**config.mk**
```make
export PLATFORM = sky130hd
export DESIGN_NAME = dmx_servo_switch_sequencer_flat
export DESIGN_NICKNAME = d
export VERILOG_FILES = /design/src/design/dsss_pkg.sv /design/src/design/dsss_if.sv /design/src/design/dsss_front.sv /design/src/design/dsss_queue.sv /design/src/design/dsss_back.sv /design/src/design/dmx_servo_switch_sequencer.sv /design/src/flat_wrapper.sv
export SDC_FILE = /design/constraint.sdc
export NUM_CORES = 1
export LEC_CHECK = 0
export BUFFER_PORTS_ARGS = -buffer_cell sky130_fd_sc_hd__buf_4
export CAP_MARGIN = 20
export CORE_ASPECT_RATIO = 1.75
export CORE_MARGIN = 4
export CORE_UTILIZATION = 50
export DETAILED_ROUTE_END_ITERATION = 8
export PLACE_DENSITY_LB_ADDON = 0.15
export SYNTH_ARGS = -nofsm -noshare
export SYNTH_HDL_FRONTEND = slang
export SYNTH_SLANG_ARGS = --single-unit
export TNS_END_PERCENT = 1
```
**constraint.sdc**
```tcl
create_clock -name i_clk -period 5.6 [get_ports i_clk]
set_clock_uncertainty 0.05 [all_clocks]
set_input_delay 0.28 -clock i_clk [delete_from_list [all_inputs] [get_ports i_clk]]
set_output_delay 0.28 -clock i_clk [all_outputs]
set_load 0.03 [all_outputs]
```
**src/design/dsss_pkg.sv**
```systemverilog
// Package: shared constants, codes and types of the servo switch sequencer.
`timescale 1ns / 1ps
package dsss_pkg;

    localparam int CHANNELS_DEF = 3;

    localparam int CH_FW    = 2;
    localparam int LEVEL_W  = 8;
    localparam int TIME_W   = 32;
    localparam int DELAY_W  = 16;
    localparam int ANGLE_W  = 8;
    localparam int POS_W    = 2;
    localparam int CFG_IX_W = 2;
    localparam int CFG_D_W  = 16;

    localparam logic [POS_W-1:0] POS_NEUTRAL = 2'd0;
    localparam logic [POS_W-1:0] POS_ON      = 2'd1;
    localparam logic [POS_W-1:0] POS_OFF     = 2'd2;

    localparam logic [ANGLE_W-1:0] ANGLE_ON      = 8'd0;
    localparam logic [ANGLE_W-1:0] ANGLE_NEUTRAL = 8'd90;
    localparam logic [ANGLE_W-1:0] ANGLE_OFF     = 8'd180;

    localparam logic [CFG_IX_W-1:0] REG_OFF_FLOOR  = 2'd0;
    localparam logic [CFG_IX_W-1:0] REG_ON_THRESH  = 2'd1;
    localparam logic [CFG_IX_W-1:0] REG_MOVE_DELAY = 2'd2;

    localparam logic [LEVEL_W-1:0] OFF_FLOOR_RST  = 8'd2;
    localparam logic [LEVEL_W-1:0] ON_THRESH_RST  = 8'd127;
    localparam logic [DELAY_W-1:0] MOVE_DELAY_RST = 16'd2500;

    typedef struct packed {
        logic [LEVEL_W-1:0] off_floor;
        logic [LEVEL_W-1:0] on_threshold;
        logic [DELAY_W-1:0] move_delay_ms;
    } t_cfg;

    typedef struct packed {
        logic               in_range;
        logic [CH_FW-1:0]   channel;
        logic [POS_W-1:0]   req;
        logic [TIME_W-1:0]  now_ms;
    } t_qitem;

    typedef struct packed {
        logic [CH_FW-1:0]   out_channel;
        logic               drive_valid;
        logic [ANGLE_W-1:0] drive_angle;
        logic [POS_W-1:0]   requested_position;
    } t_result;

endpackage

```
**src/design/dsss_if.sv**
```systemverilog
// Interfaces: sample input channel, result output channel and register write channel.
`timescale 1ns / 1ps
interface dsss_in_if;
    logic        valid;
    logic        ready;
    logic [1:0]  channel;
    logic [7:0]  dmx_level;
    logic [31:0] now_ms;
    modport source(output valid, channel, dmx_level, now_ms, input ready);
    modport sink(input valid, channel, dmx_level, now_ms, output ready);
endinterface

interface dsss_out_if;
    logic       valid;
    logic       ready;
    logic [1:0] out_channel;
    logic       drive_valid;
    logic [7:0] drive_angle;
    logic [1:0] requested_position;
    modport source(output valid, out_channel, drive_valid, drive_angle, requested_position,
                   input ready);
    modport sink(input valid, out_channel, drive_valid, drive_angle, requested_position,
                 output ready);
endinterface

interface dsss_cfg_if;
    logic        valid;
    logic        ready;
    logic [1:0]  index;
    logic [15:0] data;
    modport source(output valid, index, data, input ready);
    modport sink(input valid, index, data, output ready);
endinterface

```
**src/design/dsss_front.sv**
```systemverilog
// Front end: accept samples, decode the DMX level into a request, push to the queue.
`timescale 1ns / 1ps
module dsss_front #(
    parameter int CHANNELS = dsss_pkg::CHANNELS_DEF
) (
    input  logic            i_clk,
    input  logic            i_rst_n,
    dsss_in_if.sink         i_in,
    input  dsss_pkg::t_cfg  i_cfg,
    input  logic            i_q_full,
    output logic            o_push,
    output dsss_pkg::t_qitem o_item
);
    import dsss_pkg::*;

    localparam int IX_W = (CHANNELS > 1) ? $clog2(CHANNELS) : 1;

    logic [POS_W-1:0] r_last [CHANNELS];
    logic [IX_W-1:0]  ix;
    logic             in_range;
    logic [POS_W-1:0] req;

    assign i_in.ready = !i_q_full;
    assign o_push     = i_in.valid && !i_q_full;
    assign in_range   = {{(32-CH_FW){1'b0}}, i_in.channel} < 32'(CHANNELS);
    assign ix         = IX_W'(i_in.channel);

    always_comb begin
        req = POS_NEUTRAL;
        if (in_range) begin
            if (i_in.dmx_level > i_cfg.off_floor && i_in.dmx_level < i_cfg.on_threshold) begin
                req = POS_OFF;
            end else if (i_in.dmx_level >= i_cfg.on_threshold) begin
                req = POS_ON;
            end else begin
                req = r_last[ix];
            end
        end
    end

    always_ff @(posedge i_clk) begin
        if (!i_rst_n) begin
            for (int c = 0; c < CHANNELS; c++) begin
                r_last[c] <= POS_NEUTRAL;
            end
        end else if (o_push && in_range) begin
            r_last[ix] <= req;
        end
    end

    assign o_item.in_range = in_range;
    assign o_item.channel  = i_in.channel;
    assign o_item.req      = req;
    assign o_item.now_ms   = i_in.now_ms;

endmodule

```
**src/design/dsss_queue.sv**
```systemverilog
// Two-entry queue between the decode front end and the sequencer back end.
`timescale 1ns / 1ps
module dsss_queue (
    input  logic             i_clk,
    input  logic             i_rst_n,
    input  logic             i_push,
    input  dsss_pkg::t_qitem i_item,
    input  logic             i_pop,
    output logic             o_full,
    output logic             o_valid,
    output dsss_pkg::t_qitem o_item
);
    import dsss_pkg::*;

    t_qitem     r_mem [2];
    logic       r_wptr;
    logic       r_rptr;
    logic [1:0] r_count;

    assign o_full  = (r_count == 2'd2);
    assign o_valid = (r_count != 2'd0);
    assign o_item  = r_mem[r_rptr];

    always_ff @(posedge i_clk) begin
        if (i_push) begin
            r_mem[r_wptr] <= i_item;
        end
    end

    always_ff @(posedge i_clk) begin
        if (!i_rst_n) begin
            r_wptr  <= 1'b0;
            r_rptr  <= 1'b0;
            r_count <= 2'd0;
        end else begin
            if (i_push) begin
                r_wptr <= !r_wptr;
            end
            if (i_pop) begin
                r_rptr <= !r_rptr;
            end
            r_count <= r_count + 2'(i_push) - 2'(i_pop);
        end
    end

    assert property (@(posedge i_clk) disable iff (!i_rst_n) r_count <= 2'd2)
        else $error("queue count out of range");
    assert property (@(posedge i_clk) disable iff (!i_rst_n)
        (r_count == 2'd0) |-> (r_wptr == r_rptr))
        else $error("empty queue with unequal pointers");
    assert property (@(posedge i_clk) disable iff (!i_rst_n)
        (r_count == 2'd2) |-> (r_wptr == r_rptr))
        else $error("full queue with unequal pointers");

endmodule

```
**src/design/dsss_back.sv**
```systemverilog
// Back end: per-channel move, neutral and lockout sequencer with the result register.
`timescale 1ns / 1ps
module dsss_back #(
    parameter int CHANNELS = dsss_pkg::CHANNELS_DEF
) (
    input  logic             i_clk,
    input  logic             i_rst_n,
    input  dsss_pkg::t_cfg   i_cfg,
    input  logic             i_q_valid,
    input  dsss_pkg::t_qitem i_item,
    output logic             o_pop,
    dsss_out_if.source       o_result
);
    import dsss_pkg::*;

    localparam int IX_W = (CHANNELS > 1) ? $clog2(CHANNELS) : 1;

    logic [POS_W-1:0]  r_sw   [CHANNELS];
    logic [TIME_W-1:0] r_due  [CHANNELS];
    logic [TIME_W-1:0] r_lock [CHANNELS];
    logic              r_out_valid;
    t_result           r_out;

    logic [IX_W-1:0]   ix;
    logic [TIME_W-1:0] due, lock, sum;
    logic [POS_W-1:0]  pos;
    logic [TIME_W-1:0] n_due, n_lock;
    logic [POS_W-1:0]  n_sw;
    t_result           n_out;

    assign ix    = IX_W'(i_item.channel);
    assign o_pop = i_q_valid && (!r_out_valid || o_result.ready);
    assign sum   = i_item.now_ms + {{(TIME_W-DELAY_W){1'b0}}, i_cfg.move_delay_ms};

    always_comb begin
        due  = r_due[ix];
        lock = r_lock[ix];
        pos  = r_sw[ix];
        n_due  = due;
        n_lock = lock;
        n_sw   = pos;
        n_out.out_channel        = i_item.channel;
        n_out.drive_valid        = 1'b0;
        n_out.drive_angle        = ANGLE_ON;
        n_out.requested_position = i_item.req;
        if (i_item.in_range) begin
            if (lock != '0 && lock < i_item.now_ms) begin
                n_lock = '0;
                n_due  = '0;
            end else if (due != '0 && due < i_item.now_ms && lock == '0) begin
                n_lock            = sum;
                n_out.drive_valid = 1'b1;
                n_out.drive_angle = ANGLE_NEUTRAL;
            end
            if (i_item.req != POS_NEUTRAL && i_item.req != pos && n_due == '0) begin
                n_due             = sum;
                n_sw              = i_item.req;
                n_out.drive_valid = 1'b1;
                n_out.drive_angle = (i_item.req == POS_ON) ? ANGLE_ON : ANGLE_OFF;
            end
        end
    end

    always_ff @(posedge i_clk) begin
        if (!i_rst_n) begin
            for (int c = 0; c < CHANNELS; c++) begin
                r_sw[c]   <= POS_NEUTRAL;
                r_due[c]  <= '0;
                r_lock[c] <= '0;
            end
        end else if (o_pop && i_item.in_range) begin
            r_sw[ix]   <= n_sw;
            r_due[ix]  <= n_due;
            r_lock[ix] <= n_lock;
        end
    end

    always_ff @(posedge i_clk) begin
        if (!i_rst_n) begin
            r_out_valid <= 1'b0;
        end else if (o_pop) begin
            r_out_valid <= 1'b1;
        end else if (o_result.ready) begin
            r_out_valid <= 1'b0;
        end
    end

    always_ff @(posedge i_clk) begin
        if (o_pop) begin
            r_out <= n_out;
        end
    end

    assign o_result.valid              = r_out_valid;
    assign o_result.out_channel        = r_out.out_channel;
    assign o_result.drive_valid        = r_out.drive_valid;
    assign o_result.drive_angle        = r_out.drive_angle;
    assign o_result.requested_position = r_out.requested_position;

    assert property (@(posedge i_clk) disable iff (!i_rst_n)
        (r_out_valid && !r_out.drive_valid) |-> (r_out.drive_angle == ANGLE_ON))
        else $error("angle set without a drive command");
    assert property (@(posedge i_clk) disable iff (!i_rst_n)
        (r_out_valid && r_out.drive_valid && r_out.drive_angle == ANGLE_OFF)
            |-> (r_out.requested_position == POS_OFF))
        else $error("off drive without off request");
    assert property (@(posedge i_clk) disable iff (!i_rst_n)
        o_pop |=> r_out_valid)
        else $error("popped item not registered");

endmodule

```
**src/design/dmx_servo_switch_sequencer.sv**
```systemverilog
// Top level: register file, decode front end, queue and sequencer back end.
//
//  channel   role    payload                                          accepted when
//  i_in      sink    channel, dmx_level, now_ms                       valid && ready
//  o_result  source  out_channel, drive_valid, drive_angle, req. pos  valid && ready
//  i_cfg     sink    index, data                                      valid (ready is 1)
//
// One item per cycle sustained while o_result is not stalled; each taken item is
// written to a queue entry, then popped straight into the result register. The
// per-channel state update in the back end sets this rate. Reset clears the queue,
// all channel state and the registers to their defaults. A stalled output fills the
// two-entry queue, then drops i_in.ready.
`timescale 1ns / 1ps
module dmx_servo_switch_sequencer #(
    parameter int CHANNELS = dsss_pkg::CHANNELS_DEF
) (
    input  logic       i_clk,
    input  logic       i_rst_n,
    dsss_in_if.sink    i_in,
    dsss_out_if.source o_result,
    dsss_cfg_if.sink   i_cfg
);
    import dsss_pkg::*;

    t_cfg   r_cfg;
    logic   q_full, q_valid, push, pop;
    t_qitem f_item, q_item;

    assign i_cfg.ready = 1'b1;

    always_ff @(posedge i_clk) begin
        if (!i_rst_n) begin
            r_cfg.off_floor     <= OFF_FLOOR_RST;
            r_cfg.on_threshold  <= ON_THRESH_RST;
            r_cfg.move_delay_ms <= MOVE_DELAY_RST;
        end else if (i_cfg.valid) begin
            case (i_cfg.index)
                REG_OFF_FLOOR:  r_cfg.off_floor     <= i_cfg.data[LEVEL_W-1:0];
                REG_ON_THRESH:  r_cfg.on_threshold  <= i_cfg.data[LEVEL_W-1:0];
                REG_MOVE_DELAY: r_cfg.move_delay_ms <= i_cfg.data[DELAY_W-1:0];
                default: ;
            endcase
        end
    end

    dsss_front #(.CHANNELS(CHANNELS)) u_front (
        .i_clk    (i_clk),
        .i_rst_n  (i_rst_n),
        .i_in     (i_in),
        .i_cfg    (r_cfg),
        .i_q_full (q_full),
        .o_push   (push),
        .o_item   (f_item)
    );

    dsss_queue u_queue (
        .i_clk   (i_clk),
        .i_rst_n (i_rst_n),
        .i_push  (push),
        .i_item  (f_item),
        .i_pop   (pop),
        .o_full  (q_full),
        .o_valid (q_valid),
        .o_item  (q_item)
    );

    dsss_back #(.CHANNELS(CHANNELS)) u_back (
        .i_clk     (i_clk),
        .i_rst_n   (i_rst_n),
        .i_cfg     (r_cfg),
        .i_q_valid (q_valid),
        .i_item    (q_item),
        .o_pop     (pop),
        .o_result  (o_result)
    );

endmodule
```
**src/flat_wrapper.sv**
```systemverilog
// flat-port wrapper written by rule: the top's interface ports become plain ports
module dmx_servo_switch_sequencer_flat import dsss_pkg::*;
#(
    parameter int CHANNELS = dsss_pkg::CHANNELS_DEF
)
  (i_clk, i_rst_n, i_in_valid, i_in_channel, i_in_dmx_level, i_in_now_ms, i_in_ready, o_result_valid, o_result_out_channel, o_result_drive_valid, o_result_drive_angle, o_result_requested_position, o_result_ready, i_cfg_valid, i_cfg_index, i_cfg_data, i_cfg_ready);
  dsss_in_if i_in_i ();
  dsss_out_if o_result_i ();
  dsss_cfg_if i_cfg_i ();
  input  logic i_clk;
  input  logic i_rst_n;
  input wire logic [$bits(i_in_i.valid)-1:0] i_in_valid;
  input wire logic [$bits(i_in_i.channel)-1:0] i_in_channel;
  input wire logic [$bits(i_in_i.dmx_level)-1:0] i_in_dmx_level;
  input wire logic [$bits(i_in_i.now_ms)-1:0] i_in_now_ms;
  output wire logic [$bits(i_in_i.ready)-1:0] i_in_ready;
  output wire logic [$bits(o_result_i.valid)-1:0] o_result_valid;
  output wire logic [$bits(o_result_i.out_channel)-1:0] o_result_out_channel;
  output wire logic [$bits(o_result_i.drive_valid)-1:0] o_result_drive_valid;
  output wire logic [$bits(o_result_i.drive_angle)-1:0] o_result_drive_angle;
  output wire logic [$bits(o_result_i.requested_position)-1:0] o_result_requested_position;
  input wire logic [$bits(o_result_i.ready)-1:0] o_result_ready;
  input wire logic [$bits(i_cfg_i.valid)-1:0] i_cfg_valid;
  input wire logic [$bits(i_cfg_i.index)-1:0] i_cfg_index;
  input wire logic [$bits(i_cfg_i.data)-1:0] i_cfg_data;
  output wire logic [$bits(i_cfg_i.ready)-1:0] i_cfg_ready;
  assign i_in_i.valid = i_in_valid;
  assign i_in_i.channel = i_in_channel;
  assign i_in_i.dmx_level = i_in_dmx_level;
  assign i_in_i.now_ms = i_in_now_ms;
  assign i_in_ready = i_in_i.ready;
  assign o_result_valid = o_result_i.valid;
  assign o_result_out_channel = o_result_i.out_channel;
  assign o_result_drive_valid = o_result_i.drive_valid;
  assign o_result_drive_angle = o_result_i.drive_angle;
  assign o_result_requested_position = o_result_i.requested_position;
  assign o_result_i.ready = o_result_ready;
  assign i_cfg_i.valid = i_cfg_valid;
  assign i_cfg_i.index = i_cfg_index;
  assign i_cfg_i.data = i_cfg_data;
  assign i_cfg_ready = i_cfg_i.ready;
  dmx_servo_switch_sequencer #(.CHANNELS(CHANNELS)) u_core (.i_clk(i_clk), .i_rst_n(i_rst_n), .i_in(i_in_i), .o_result(o_result_i), .i_cfg(i_cfg_i));
endmodule
```
* Word-level counts from Yosys, hierarchy flattened *
Memories as Yosys holds them, arrays and structs flattened. A register that Yosys moved wholly into a read port is not among the register bits.
Index checks and enable logic that the tools add are counted.

word-level totals
  flip-flop bits (word level) = 50
  RAM bits = 278
  input bits = 65
  output and inout bits = 16
  logic and storage cells = 101
  memories = 5

memory list
  memory                 depth  bits a word  read ports  clocked after Yosys merged registers in  wr ports  line              source
  u_core.u_back.r_due    3      32           1           0                                        3         dsss_back.sv:19   logic [TIME_W-1:0] r_due [CHANNELS];
  u_core.u_back.r_lock   3      32           1           0                                        3         dsss_back.sv:20   logic [TIME_W-1:0] r_lock [CHANNELS];
  u_core.u_queue.r_mem   2      37           1           1                                        1         dsss_queue.sv:15  t_qitem r_mem [2];
  u_core.u_back.r_sw     3      2            1           0                                        3         dsss_back.sv:18   logic [POS_W-1:0] r_sw [CHANNELS];
  u_core.u_front.r_last  3      2            1           0                                        3         dsss_front.sv:18  logic [POS_W-1:0] r_last [CHANNELS];

operators by class
  add/subtract/negate cells = 3
  magnitude comparators = 6
  equality and inequality tests = 5
  multiplexer cells = 41
  reductions and logical operators = 30

operators by type and width
  kind                                                              number
  32-bit 2-to-1 mux                                                 9
  32-bit zero test                                                  2
  32-bit less-than comparator                                       2
  32-bit nonzero test                                               2
  32-bit OR reduction                                               2
  32-bit by 16-bit adder with 32-bit output                         1
  9-bit 2-to-1 mux                                                  3
  2-bit 2-to-1 mux                                                  11
  1-bit 2-to-1 mux                                                  17
  1-bit logical AND                                                 10
  8-bit greater-or-equal comparator                                 1
  8-bit > comparator                                                1
  8-bit less-than comparator                                        1
  8-bit 2-to-1 mux                                                  1
  2-bit AND reduction                                               3
  2-bit nonzero test                                                3
  2-bit by 1-bit == test with 1-bit output (second input constant)  2
  2-bit == test (second input constant)                             2
  1-bit zero test                                                   4
  2-bit OR reduction                                                2
  2-bit by 1-bit adder with 2-bit output                            1
  2-bit zero test                                                   1
  2-bit less-than comparator (second input constant)                1
  2-bit inequality test                                             1
  2 further kinds                                                   2

* Depth between registers and ports, before layout *
An unclocked memory read counts as a cell.

  depth after elaboration = 10
  gate-level depth with buffers = 20
  mapped depth without buffers = 15

* Hierarchy *
A second synthesis with hierarchy kept.

second synthesis, totals
  cells, all modules = 1530
  area total of the unflattened synthesis = 20463.4 um^2

by module, submodules not included
  module                      instances  cells an instance  area each (um^2)  seq. area each (um^2)
  dsss_back                   1          1127               15033.2           8187.9
  dsss_queue                  1          136                3050.4            2322.2
  dmx_servo_switch_sequencer  1          138                1356.3            640.6
  dsss_front                  1          129                1023.5            180.2

* Least setup slack after synthesis *
OpenSTA, ideal clock, no wires.

  kind = reg2reg
  from = register with a tool-made name
  to = memory u_core.u_back.r_due[0][22], data pin
  setup time = 0.265 ns
  arrival time = 4.734 ns
  data required time = 5.285 ns
  slack = 0.551 ns
  stages on the path, launching flop included = 17
  buffers on the path = 5
  clock period less this slack = 5.049 ns
  path through = dfxtp_1 -> buf_4 -> buf_4 -> buf_1 -> clkbuf_1 -> buf_1 -> mux2i_1 -> inv_1 -> ha_1 -> a211oi_1 -> o21ai_0 -> nand4_1 -> a221oi_1 -> o21ai_0 -> xnor2_1 -> a2bb2oi_1 -> nor2_1

RTL lines
  what           line
  end, declared  dsss_back.sv:19

==> results.yml <==
status:
  status: "complete, no violations"
routing:
  dr.first_iter.drc_count: 1221
  antenna_left: 0
  wl_per_cell_um: 26.4
  drcViolationCount: 0
  vias_per_cell: 6.29
  vias: 15400
  totalWireLength_um: 64700
  drt_pass1_iterations: 5
floorplan:
  start_util: 0.508
  core_mm2: 0.0403
  die_y_um: 276
  dieArea_mm2: 0.0444
  io_pins: 81
  die_x_um: 161
  row_count: 97
worst_setup_path:
  arrival_ns: 5.40
  crit_fanout: 33
  path_depth: 13
  required_ns: 5.95
  r2r_cells: 13
  start_kind: "flop"
  crit_path_max_incr_delay_ns: 0.78
  path_delay_family: "compound AO/OA/AOI/OAI gates"
  crit_type: "flop to flop"
  cp-end-kind: "flop"
  crit_buf_inv: 3
  crit_slowest_cell: "mux2i_1"
  cp_cell_sequence: "buf_4, mux2i_1, inv_1, fa_1, a211oi_1, o21ai_0, nand4_1, a221oi_1, buf_4, o21ai_0, xor2_1, a22oi_1, nor2_1"
clock_tree:
  cts.repair.resized: 0
  cts_max_level: 2
  cts.sinks: 390
  clkLatencyLatePin_ns: 0.55
  root_buffer: "clkbuf_16"
  cts_inserted_buffers: 38
  clockBufferDepth: 3
  cts_tree: "yes"
  path_clk_slew_ns: 0.06
synth:
  synth_area_per_cell_um2: 11.9
  synth_top_family_by_area: "simple AND/OR/NAND/NOR gates"
  ys_top_cells_by_area: "edfxtp_1 52%, mux4_2 6.9%, ha_1 5.9%"
  syn_inst: 1716
  synth_top_cell_area_share: 0.516
  synth_nets: 1878
  ys_dominant_reg_cell: "edfxtp_1"
  post-synth-top-area-cell: "edfxtp_1"
  yosysWarningCount: 0
  ys_types: 73
  synth_area_mm2: 0.0205
  yosys.cell_count.top_type: "edfxtp_1"
  synth_xor_area_frac: 0.0210
  synth-edff-count: 352
  synth-adder-area-share: 0.0597
  synth_commonest_cells: "352 x edfxtp_1, 156 x nand2_1, 143 x nor2_1"
  ys_seq_area_frac: 0.554
  synthMuxAreaShare: 0.0950
  ys_async_sr_fraction: 0
  synth_compound_area_frac: 0.108
  synth.ff_latch_count: 390
  synth_simple_gate_area_frac: 0.129
timing:
  finalSetupViolations: 0
  worst_pin_slew_ns: 1.02
  post-route-min-period_ns: 5.06
  post-route-period-util: 0.903
  hold_viol_final: 0
  maxSlewHeadroom: 0.316
  drv_slew: 0
  rsz0062_at_grt: "no"
  timing.setup.tns_ns: 0
  max_freq_ghz: 0.198
layout:
  fin_area_mm2: 0.0239
  final_layout_size_suffix_gt1_frac: 0.157
  nNetsFinal: 2040
  areaGrowthSynthToFinish_pct: 16.7
  diodes: 0
  n_fill_cell: 3322
placement:
  place.gp.congestion: 1.01
  placed_area_mm2: 0.0221
  dp.final_hpwl_um: 46300
  port_buffers: 78
job:
  maxCapViolCount: 0
global_route:
  grt_start_max_net_pins: 53
  grt_pass1_vias: 15800
  antenna_found_initial: 0
  overflow: 0
  grt_pass1_wl_um: 95500
  grt_usage: 0.288
power:
  p_per_area_mw_per_mm2: 465
  power.total_w: 0.0111
  ir_worst_vdd_v: 0.000355
  power_leakage_nw: 8.95
min_path:
  worstHoldPathCells: 1
  holdCritStartpoint: "i_in_channel[1]"
  min_path_type: "primary input to flop"
-- repair_timing --
action	4_1_cts	5_1_grt
hold buffers	49	0
endpoints found under the hold margin	97	0
setup buffers	0	0
-- path summary, 6_finish.rpt --
| path | end | slack (ns) |
|---|---|---|
| setup / recovery | u_core.u_back.r_due[1][18] | 0.54 |
| hold / removal | u_core.u_queue.r_mem[0][35] | 0.02 |
| setup reg to reg | u_core.u_back.r_due[1][18] | 0.54 |
| hold reg to reg | u_core.r_cfg[3] | 0.42 |
-- cells by family (layout without fill, tap and decap cells) --
logic type | after synthesis | after routing
AO/OA/AOI/OAI | 346 | 346
XOR/XNOR | 49 | 49
adder cells (fa/ha/maj) | 97 | 97
buffers and inverters | 166 | 356
flip-flops | 390 | 390
multiplexers | 115 | 115
other | 2 | 2
AND/OR/NAND/NOR | 551 | 551
-- metrics by stage --
step / hold slack, ns / util / std cells / setup slack [ns]
after floorplan: 0.329 / - / 1716 / 0.551
after global placement: 0.406 / 0.549 / 2333 / 0.728
after detailed placement: 0.415 / 0.549 / 2333 / 0.650
after CTS: 0.00120 / 0.593 / 2450 / 0.646
after global routing: 0.0141 / 0.593 / 2450 / 0.295
final: 0.0174 / 0.593 / 2450 / 0.543
-- final cells by class --
type	instances	area, um2	share of cell area
flip-flops and latches	390	11300	0.475
multi-input cells	1160	8530	0.357
repair buffers	207	1750	0.0734
clock buffers	52	1090	0.0455
well taps	544	681	0.0285
inverters	81	308	0.0129
clock inverters	16	189	0.00791
-- state kept, by name, summed over array words and instances, names as in the netlist, named ones only --
| name | flops |
|---|---|
| u_core.u_back.o_result.requested_position | 2 |
| u_core.u_back.o_result.drive_angle | 3 |
| u_core.u_queue.r_mem | 74 |
| u_core.u_queue.r_rptr | 1 |
| u_core.u_back.o_result.out_channel | 2 |
| u_core.u_front.r_last | 6 |
| u_core.u_queue.r_count | 2 |
| u_core.u_back.r_due | 128 |
| u_core.u_back.r_sw | 8 |
| u_core.r_cfg | 32 |
| u_core.u_queue.r_wptr | 1 |
| u_core.u_back.o_result.drive_valid | 1 |
| u_core.u_back.o_result.valid | 1 |
| u_core.u_back.r_lock | 128 |
-- power by group --
group / leakage [nW] / internal (W) / switching (W)
registers: 3.80 / 0.00360 / 0.000137
logic: 4.53 / 0.00160 / 0.00311
clock network: 0.624 / 0.00155 / 0.00111
total: 8.95 / 0.00674 / 0.00436
-- worst register-to-register path: cells and delay by family (launching register included) --
| family | cells | cell delay [ns] |
|---|---|---|
| buf+inv | 3 | 0.90 |
| compound gates | 5 | 1.30 |
| simple gates | 2 | 0.37 |
| fa+ha+maj | 1 | 0.49 |
| xor+xnor | 1 | 0.59 |
| flops | 1 | 0.40 |
| mux | 1 | 0.81 |
-- per-layer routing --
layer / part of all wire / wire length, um / GRT usage
met1: 0.33 / 21500 / 0.305
met2: 0.51 / 32700 / 0.517
met3: 0.067 / 4360 / 0.0382
met4: 0.094 / 6060 / 0.222
met5: 0 / 0 / 0
-- cell usage in the layout (no fill, tap or decap), drive strengths merged, types with 26 or more instances in the layout --
master,n
edfxtp,352
buf,158
nand2,156
o21ai,144
nor2,143
ha,96
nand3,87
inv,80
mux4,63
nor4,58
clkbuf,52
mux2i,50
dlygate4sd3,49
a21oi,42
dfxtp,38
nand4,27
xnor2,26
(Power assumes the default switching activity.)
